$ cat config.mk
export PLATFORM = sky130hd
export DESIGN_NAME = timed_batch_former_priority_sort
export DESIGN_NICKNAME = d
export VERILOG_FILES = /design/src/design/tbf_pkg.sv /design/src/design/tbf_cell.sv /design/src/design/tbf_chain.sv /design/src/design/timed_batch_former_priority_sort.sv
export SDC_FILE = /design/constraint.sdc
export NUM_CORES = 2
export LEC_CHECK = 0
export BUFFER_PORTS_ARGS = -buffer_cell sky130_fd_sc_hd__buf_2
export CAP_MARGIN = 20
export CORE_MARGIN = 2
export CORE_UTILIZATION = 55
export DETAILED_ROUTE_END_ITERATION = 10
export MAX_ROUTING_LAYER = met4
export PLACE_DENSITY = 0.79
export SLEW_MARGIN = 20
export SYNTH_ARGS = -nofsm -noshare
export SYNTH_HDL_FRONTEND = slang
export SYNTH_SLANG_ARGS = --single-unit
$ cat constraint.sdc
create_clock -name clk -period 8.85 [get_ports clk]
set_clock_uncertainty 0.05 [all_clocks]
set_input_delay 1.77 -clock clk [delete_from_list [all_inputs] [get_ports clk]]
set_output_delay 1.77 -clock clk [all_outputs]
set_load 0.01 [all_outputs]
$ cat src/design/tbf_pkg.sv
// shared types, codes and helpers of the timed batch former
package tbf_pkg;

	localparam int BATCH_CAP = 16;
	localparam int IDX_W = (BATCH_CAP > 1) ? $clog2(BATCH_CAP) : 1;
	localparam int CNT_W = $clog2(BATCH_CAP + 1);
	localparam int MBS_W = 5;
	localparam int CMP_W = (CNT_W > MBS_W) ? CNT_W : MBS_W;

	localparam logic [1:0] OP_TICK  = 2'd0;
	localparam logic [1:0] OP_START = 2'd1;
	localparam logic [1:0] OP_REQ   = 2'd2;

	localparam logic [1:0] ST_MEMBER  = 2'd0;
	localparam logic [1:0] ST_EMPTY   = 2'd1;
	localparam logic [1:0] ST_REFUSED = 2'd2;

	localparam logic [1:0] MODE_FIFO = 2'd0;
	localparam logic [1:0] MODE_PRIO = 2'd3;

	localparam logic [1:0] REG_POLICY  = 2'd0;
	localparam logic [1:0] REG_MAXSIZE = 2'd1;
	localparam logic [1:0] REG_MAXWAIT = 2'd2;
	localparam logic [1:0] REG_ENABLE  = 2'd3;

	typedef struct packed {
		logic [15:0] id;
		logic [2:0]  prio;
		logic [31:0] dl;
	} entry_t;

	typedef struct packed {
		logic load;
		logic take_right;
		logic take_left;
	} cell_ctl_t;

	typedef struct packed {
		logic             wr;
		logic [IDX_W-1:0] wr_idx;
		logic             shift;
		logic             sort;
		logic             par;
		logic [CNT_W-1:0] cnt;
	} chain_ctl_t;

	// true when a must be served ahead of b
	function automatic logic goes_before(entry_t a, entry_t b);
		logic r;
		if (a.prio != b.prio) begin
			r = (a.prio > b.prio);
		end else begin
			r = (a.dl < b.dl);
		end
		return r;
	endfunction

endpackage

$ cat src/design/tbf_cell.sv
// one storage cell of the batch chain
module tbf_cell import tbf_pkg::*; (
	input  logic      clk,
	input  cell_ctl_t ctl,
	input  entry_t    new_e,
	input  entry_t    left_e,
	input  entry_t    right_e,
	output entry_t    e
);

	entry_t e_q;

	always_ff @(posedge clk) begin
		if (ctl.load) begin
			e_q <= new_e;
		end else if (ctl.take_right) begin
			e_q <= right_e;
		end else if (ctl.take_left) begin
			e_q <= left_e;
		end
	end

	assign e = e_q;

endmodule

$ cat src/design/tbf_chain.sv
// row of cells with fill, odd-even exchange and drain toward the head
module tbf_chain import tbf_pkg::*; (
	input  logic       clk,
	input  chain_ctl_t ctl,
	input  entry_t     wr_e,
	output entry_t     head
);

	entry_t    e   [BATCH_CAP];
	logic      swp [BATCH_CAP];
	cell_ctl_t cctl[BATCH_CAP];

	// pair (i, i+1) swaps when i matches the phase parity and the right one goes first
	always_comb begin
		for (int i = 0; i < BATCH_CAP; i++) begin
			swp[i] = 1'b0;
			if (i < BATCH_CAP - 1) begin
				swp[i] = ctl.sort && (1'(i % 2) == ctl.par) &&
					(CNT_W'(i + 1) < ctl.cnt) && goes_before(e[(i + 1) % BATCH_CAP], e[i]);
			end
		end
	end

	always_comb begin
		for (int i = 0; i < BATCH_CAP; i++) begin
			cctl[i].load       = ctl.wr && (ctl.wr_idx == IDX_W'(i));
			cctl[i].take_right = ctl.shift || swp[i];
			cctl[i].take_left  = (i > 0) ? swp[(i + BATCH_CAP - 1) % BATCH_CAP] : 1'b0;
		end
	end

	for (genvar g = 0; g < BATCH_CAP; g++) begin : g_cell
		tbf_cell u_cell (
			.clk     (clk),
			.ctl     (cctl[g]),
			.new_e   (wr_e),
			.left_e  (e[(g > 0) ? g - 1 : 0]),
			.right_e (e[(g < BATCH_CAP - 1) ? g + 1 : BATCH_CAP - 1]),
			.e       (e[g])
		);
	end

	assign head = e[0];

endmodule

$ cat src/design/timed_batch_former_priority_sort.sv
// top level of the timed batch former with priority ordering
//
// a start item (tuser op start) opens a collection window; request items join the
// batch held in a row of cells, tick items age the window by one millisecond. the
// batch closes when full, when max_wait_ms ticks have passed, or on the first
// request in fifo mode. its members then leave on the master side one result per
// cycle while m_tready allows, tlast on the final one; a batch with no members
// gives one empty-batch result. while no batch is closing, one item is taken per
// cycle whenever the output register is free, and a refused request comes back
// as one result. when a batch closes the input stalls: in priority mode with more
// than one member the cell row is sorted by odd-even compare-exchange (priority
// descending, then absolute deadline ascending, ties kept in arrival order), then
// the members drain from the head, paced by m_tready. no clearing pass follows
// reset; configuration is by apb writes at byte address 4*index.
module timed_batch_former_priority_sort import tbf_pkg::*; (
	input  logic        clk,
	input  logic        arst_n,
	// input items
	input  logic        s_tvalid,
	output logic        s_tready,
	input  logic [71:0] s_tdata,  // req_id, req_priority, enqueue_ms, rel_deadline_ms
	input  logic [1:0]  s_tuser,  // op
	// result items
	output logic        m_tvalid,
	input  logic        m_tready,
	output logic [55:0] m_tdata,  // out_id, out_priority, abs_deadline_ms
	output logic [1:0]  m_tuser,  // status
	output logic        m_tlast,
	// configuration
	input  logic        psel,
	input  logic        penable,
	input  logic        pwrite,
	input  logic [3:0]  paddr,
	input  logic [31:0] pwdata,
	output logic [31:0] prdata,
	output logic        pready
);

	typedef enum logic [2:0] {
		S_RUN   = 3'b001,
		S_SORT  = 3'b010,
		S_DRAIN = 3'b100
	} state_t;

	state_t st_q;

	// configuration registers
	logic [1:0]       policy_q;
	logic [MBS_W-1:0] maxsize_q;
	logic [15:0]      maxwait_q;
	logic             enable_q;

	// window state
	logic [CNT_W-1:0] cnt_q;
	logic [15:0]      elapsed_q;
	logic             collecting_q;
	logic [IDX_W-1:0] phase_q;

	// output register
	logic        ov_q;
	logic [1:0]  o_status_q;
	entry_t      o_e_q;
	logic        o_last_q;

	logic        cfg_wr;
	logic        acc;
	logic        free;
	logic        pop;
	logic        o_load;
	logic [1:0]  op;
	entry_t      req_e;
	logic [32:0] dl_sum;
	entry_t      head;
	chain_ctl_t  cctl;

	logic [CMP_W-1:0] limit;
	logic [CNT_W-1:0] cnt_inc;
	logic [15:0]      el_inc;

	// apb port
	assign pready = 1'b1;
	assign cfg_wr = psel && penable && pwrite;

	always_comb begin
		case (paddr[3:2])
			REG_POLICY:  prdata = {30'd0, policy_q};
			REG_MAXSIZE: prdata = {{(32 - MBS_W){1'b0}}, maxsize_q};
			REG_MAXWAIT: prdata = {16'd0, maxwait_q};
			REG_ENABLE:  prdata = {31'd0, enable_q};
			default:     prdata = 32'd0;
		endcase
	end

	always_ff @(posedge clk or negedge arst_n) begin
		if (!arst_n) begin
			policy_q  <= MODE_FIFO;
			maxsize_q <= MBS_W'(16);
			maxwait_q <= 16'd10;
			enable_q  <= 1'b1;
		end else if (cfg_wr) begin
			case (paddr[3:2])
				REG_POLICY:  policy_q  <= pwdata[1:0];
				REG_MAXSIZE: maxsize_q <= pwdata[MBS_W-1:0];
				REG_MAXWAIT: maxwait_q <= pwdata[15:0];
				REG_ENABLE:  enable_q  <= pwdata[0];
				default:     ;
			endcase
		end
	end

	// input unpacking, absolute deadline saturates at all ones
	assign op         = s_tuser;
	assign req_e.id   = s_tdata[15:0];
	assign req_e.prio = s_tdata[18:16];
	assign dl_sum     = {1'b0, s_tdata[50:19]} + {17'd0, s_tdata[66:51]};
	assign req_e.dl   = dl_sum[32] ? 32'hFFFF_FFFF : dl_sum[31:0];

	// output slot free this cycle
	assign free     = !ov_q || m_tready;
	assign s_tready = (st_q == S_RUN) && free;
	assign acc      = s_tvalid && s_tready;
	assign pop      = (st_q == S_DRAIN) && free;

	// batch size limit clamped to one .. BATCH_CAP
	always_comb begin
		if (maxsize_q == '0) begin
			limit = CMP_W'(1);
		end else if (CMP_W'(maxsize_q) > CMP_W'(BATCH_CAP)) begin
			limit = CMP_W'(BATCH_CAP);
		end else begin
			limit = CMP_W'(maxsize_q);
		end
	end

	assign cnt_inc = (cnt_q < CNT_W'(BATCH_CAP)) ? cnt_q + CNT_W'(1) : cnt_q;
	assign el_inc  = (elapsed_q == 16'hFFFF) ? elapsed_q : elapsed_q + 16'd1;

	// a result lands in the output register this cycle
	always_comb begin
		o_load = pop;
		if (acc) begin
			case (op)
				OP_TICK:  o_load = collecting_q && (el_inc >= maxwait_q) && (cnt_q == '0);
				OP_START: o_load = !enable_q || (!collecting_q && maxwait_q == 16'd0);
				OP_REQ:   o_load = !collecting_q || !enable_q;
				default:  o_load = 1'b0;
			endcase
		end
	end

	// chain control
	always_comb begin
		cctl.wr     = acc && (op == OP_REQ) && collecting_q && enable_q &&
			(cnt_q < CNT_W'(BATCH_CAP));
		cctl.wr_idx = cnt_q[IDX_W-1:0];
		cctl.shift  = pop;
		cctl.sort   = (st_q == S_SORT);
		cctl.par    = phase_q[0];
		cctl.cnt    = cnt_q;
	end

	tbf_chain u_chain (
		.clk  (clk),
		.ctl  (cctl),
		.wr_e (req_e),
		.head (head)
	);

	// control and window sequencing
	always_ff @(posedge clk or negedge arst_n) begin
		if (!arst_n) begin
			st_q         <= S_RUN;
			cnt_q        <= '0;
			elapsed_q    <= '0;
			collecting_q <= 1'b0;
			phase_q      <= '0;
			ov_q         <= 1'b0;
			o_status_q   <= ST_MEMBER;
			o_e_q        <= '0;
			o_last_q     <= 1'b0;
		end else begin
			if (o_load) begin
				ov_q <= 1'b1;
			end else if (m_tready) begin
				ov_q <= 1'b0;
			end
			case (st_q)
				S_RUN: begin
					if (acc) begin
						case (op)
							OP_TICK: begin
								if (collecting_q) begin
									if (el_inc >= maxwait_q) begin
										// window timed out
										collecting_q <= 1'b0;
										elapsed_q    <= '0;
										phase_q      <= '0;
										if (cnt_q == '0) begin
											o_status_q <= ST_EMPTY;
											o_e_q      <= '0;
											o_last_q   <= 1'b1;
										end else if (policy_q == MODE_PRIO &&
											cnt_q > CNT_W'(1)) begin
											st_q <= S_SORT;
										end else begin
											st_q <= S_DRAIN;
										end
									end else begin
										elapsed_q <= el_inc;
									end
								end
							end
							OP_START: begin
								if (!enable_q) begin
									o_status_q <= ST_EMPTY;
									o_e_q      <= '0;
									o_last_q   <= 1'b1;
								end else if (!collecting_q) begin
									cnt_q     <= '0;
									elapsed_q <= '0;
									if (maxwait_q == 16'd0) begin
										o_status_q <= ST_EMPTY;
										o_e_q      <= '0;
										o_last_q   <= 1'b1;
									end else begin
										collecting_q <= 1'b1;
									end
								end
							end
							OP_REQ: begin
								if (!collecting_q || !enable_q) begin
									o_status_q <= ST_REFUSED;
									o_e_q      <= req_e;
									o_last_q   <= 1'b0;
								end else begin
									cnt_q <= cnt_inc;
									if (policy_q == MODE_FIFO ||
										CMP_W'(cnt_inc) >= limit) begin
										// batch closes with at least one member
										collecting_q <= 1'b0;
										elapsed_q    <= '0;
										phase_q      <= '0;
										if (policy_q == MODE_PRIO && cnt_inc > CNT_W'(1)) begin
											st_q <= S_SORT;
										end else begin
											st_q <= S_DRAIN;
										end
									end
								end
							end
							default: ;
						endcase
					end
				end
				S_SORT: begin
					phase_q <= phase_q + IDX_W'(1);
					if (phase_q == IDX_W'(BATCH_CAP - 1)) begin
						st_q <= S_DRAIN;
					end
				end
				S_DRAIN: begin
					if (pop) begin
						o_status_q <= ST_MEMBER;
						o_e_q      <= head;
						o_last_q   <= (cnt_q == CNT_W'(1));
						cnt_q      <= cnt_q - CNT_W'(1);
						if (cnt_q == CNT_W'(1)) begin
							st_q <= S_RUN;
						end
					end
				end
				default: st_q <= S_RUN;
			endcase
		end
	end

	assign m_tvalid = ov_q;
	assign m_tuser  = o_status_q;
	assign m_tdata  = {5'd0, o_e_q.dl, o_e_q.prio, o_e_q.id};
	assign m_tlast  = o_last_q;

`ifndef SYNTHESIS
	a_cnt_bound: assert property (@(posedge clk) disable iff (!arst_n)
		cnt_q <= CNT_W'(BATCH_CAP))
		else $error("batch count above capacity");

	a_collect_run: assert property (@(posedge clk) disable iff (!arst_n)
		collecting_q |-> (st_q == S_RUN))
		else $error("window open outside collection");

	a_drain_nonempty: assert property (@(posedge clk) disable iff (!arst_n)
		(st_q == S_DRAIN) |-> (cnt_q != '0))
		else $error("drain with no members");

	a_last_back: assert property (@(posedge clk) disable iff (!arst_n)
		(pop && cnt_q == CNT_W'(1)) |=> (st_q == S_RUN && m_tvalid && m_tlast))
		else $error("final member did not end the batch");
`endif

endmodule
==> flow_summary.yaml <==
power_and_ir_drop:
  power.total_mw: 12.35
  p_per_area_nw_per_um2: 184.6
  ir_worst_vdd_uv: 184.5
  power_leakage_nw: 28.92
routing:
  dr.pass1.iters: 6
  wl_per_cell_um: 19.74
  antenna_left: 0
  wirelength_um: 156600
  routed_via_density: 6.091
  drtIter0Drc: 4535
  num_vias: 48305
  drcViolationCount: 0
placed_design:
  dp_hpwl_um: 116200
  dpl_worst_slack_ns: 3.065
  port_buffers: 165
  gp_congestion: 0.9335
  placedInstanceArea_um2: 63550
  dpl.cell_count: 7749
sta:
  setup_ws_ns: 3.666
  drv_slew: 0
  setup_viol: 0
  fin_crit_ns: 5.184
  slew_headroom_pct: 21.27
  max_freq_mhz: 192.9
  rsz0062_at_grt: "false"
  tightest_slew_ns: 1.174
  min_period_over_period_pct: 58.58
  hold_viol: 0
  finalSetupTns_ns: 0
floorplan:
  rows: 123
  pin_count: 211
  die_h_um: 339.8
  die_x_um: 339.8
  start_util_pct: 55.28
  die_area_um2: 115500
  design.core.area_um2: 112200
setup_path:
  reg2reg_from: "elapsed_q[0]"
  crit_path_start_kind: "primary input"
  critical_path_class: "primary input to register"
  critPathLaunch: "s_tdata[19]"
  worstPathArrival_ns: 5.64
  cp.required_ns: 9.31
  crit_path_end_kind: "register"
  cp_max_fo: 17
clock_network:
  ctsHoldBuffers: 0
  cts_buffer_depth: 3
  h-tree-depth: 3
  clkTransAtPathRegs_ns: 0.06
  cts_setup_buffers: 0
  cts-root-buf: "clkbuf_16"
  clkSinkCount: 924
  clk_latency_ns: 0.68
  cts_buffers: 97
  cts_tree: "yes"
  cts-resized-gates: 0
synth:
  synth-async-reset-ratio_pct: 11.69
  syn_area_um2: 62020
  synth_cells: 6421
  synth.distinct_cells: 89
  synth_top_flop_cell: "edfxtp_1"
  ys_ff_latch: 924
  synth.yosys.seq_area_share_pct: 43.88
  syn_avg_cell_area_um2: 9.659
  synth_edf_count: 816
  yosysWarningCount: 0
flow_run:
  timing.max_cap.violations: 0
min_path:
  hold_class: "register to register"
  min_from: "m_tuser[0]"
global_route:
  antenna_found_initial: 1
  grt_max_degree: 103
  grt_pass1_wl_um: 249000
  gr-total-overflow: 0
  grt_pass1_vias: 46006
  grt_usage_pct: 27.27
cells_and_area:
  final_nets: 7024
  layout_common_cells: "885 x a21oi_1, 873 x nor2_1, 816 x edfxtp_1"
  finalNonFillerCells: 7930
  n_antenna_cell: 0
  layout-drive-gt1-share_pct: 8.134
  stdcell_area_um2: 66860
  final_common_cell: "a21oi_1"
  fill_cells: 9047
  syn2layout_area_growth_pct: 7.810
outcome:
  status: "completed"
==> final cells by class <==
| class | instances | area, um2 | share of cell area (%) |
|---|---|---|---|
| multi-input cells | 4548 | 31120 | 46.54 |
| flip-flops and latches | 924 | 27210 | 40.70 |
| clock inverters | 49 | 447.9 | 0.6699 |
| inverters | 554 | 2079 | 3.110 |
| repair buffers | 223 | 1276 | 1.909 |
| clock buffers | 132 | 2851 | 4.265 |
| well taps | 1500 | 1877 | 2.807 |
==> per-stage QoR <==
step           hold WS (ns)  utilization (%)
2_1_floorplan        0.4151                -
3_3_place_gp         0.4279            56.61
3_5_place_dp         0.4402            56.64
4_1_cts              0.4530            59.58
5_1_grt              0.4849            59.60
6_report             0.4560            59.60
==> cell families after synthesis <==
logic type / count (synthesis) / share of synthesized area [%]
AND/OR/NAND/NOR: 1717 / 12.08
XOR/XNOR: 31 / 0.4378
adder cells (fa/ha/maj): 559 / 11.29
other: 2 / 0.01211
flip-flops: 924 / 43.88
buffers and inverters: 969 / 6.601
AO/OA/AOI/OAI: 1509 / 14.08
multiplexers: 710 / 11.62
==> path summary, 6_finish.rpt <==
check / end / cells past startpoint / slack, ns
max: u_chain.g_cell[5].u_cell.e[13] / 12 / 3.67
min: m_tuser[0] / 1 / 0.46
max reg2reg: m_tdata[44] / 16 / 4.13
min reg2reg: m_tuser[0] / 1 / 0.46
max in group asynchronous: m_tdata[34] / 2 / 6.40
min in group asynchronous: elapsed_q[11] / 1 / 1.03
==> power by group <==
part	total (mW)	internal, mW	switching [mW]	leakage [nW]
Combinational	2.48	0.946	1.54	18.6
Clock	4.28	2.49	1.79	1.63
Sequential	5.59	5.24	0.351	8.67
Total	12.3	8.67	3.68	28.9
==> sequential cells by signal (all words and copies together) (netlist names) <==
name and flops:
st_q 3, u_chain.g_cell.u_cell.e 816, m_tdata 51, m_tuser 2, elapsed_q 16, enable_q 1, maxwait_q 16, collecting_q 1
phase_q 4, m_tlast 1, maxsize_q 5, m_tvalid 1, cnt_q 5, policy_q 2
==> synthesized netlist by cell type, drive strengths merged, types with 43 or more instances <==
master | number | area share, %
clkbuf | 243 | 1.5
nor3 | 60 | 0.49
dfrtp | 103 | 4.2
buf | 172 | 1.8
nand2 | 394 | 2.4
a21o | 62 | 0.75
nand4 | 69 | 0.70
inv | 554 | 3.4
mux2 | 69 | 1.3
nand2b | 43 | 0.43
ha | 558 | 11
o21ai | 231 | 1.9
a21oi | 885 | 7.1
nand3 | 109 | 0.88
mux2i | 640 | 10
nor2 | 878 | 5.3
edfxtp | 816 | 40
==> per-layer routing <==
layer,vias up,GRT usage (%),wire length (um)
li1,22876,-,-
met1,23120,37.05,67440
met2,2042,42.60,71930
met3,267,3.618,13140
met4,0,8.352,4047
met5,-,-,0
==> worst max-delay path, cell delays in order <==
cell,delay (ns)
buf_2,0.08
ha_1,0.20
inv_1,0.07
fa_1,0.38
nand2b_1,0.18
a21oi_1,0.29
o211ai_1,0.40
a211oi_1,1.04
nor3_1,0.15
nor2_2,0.78
nor2_1,0.13
a21oi_1,0.16
(Power assumes the default switching activity.)
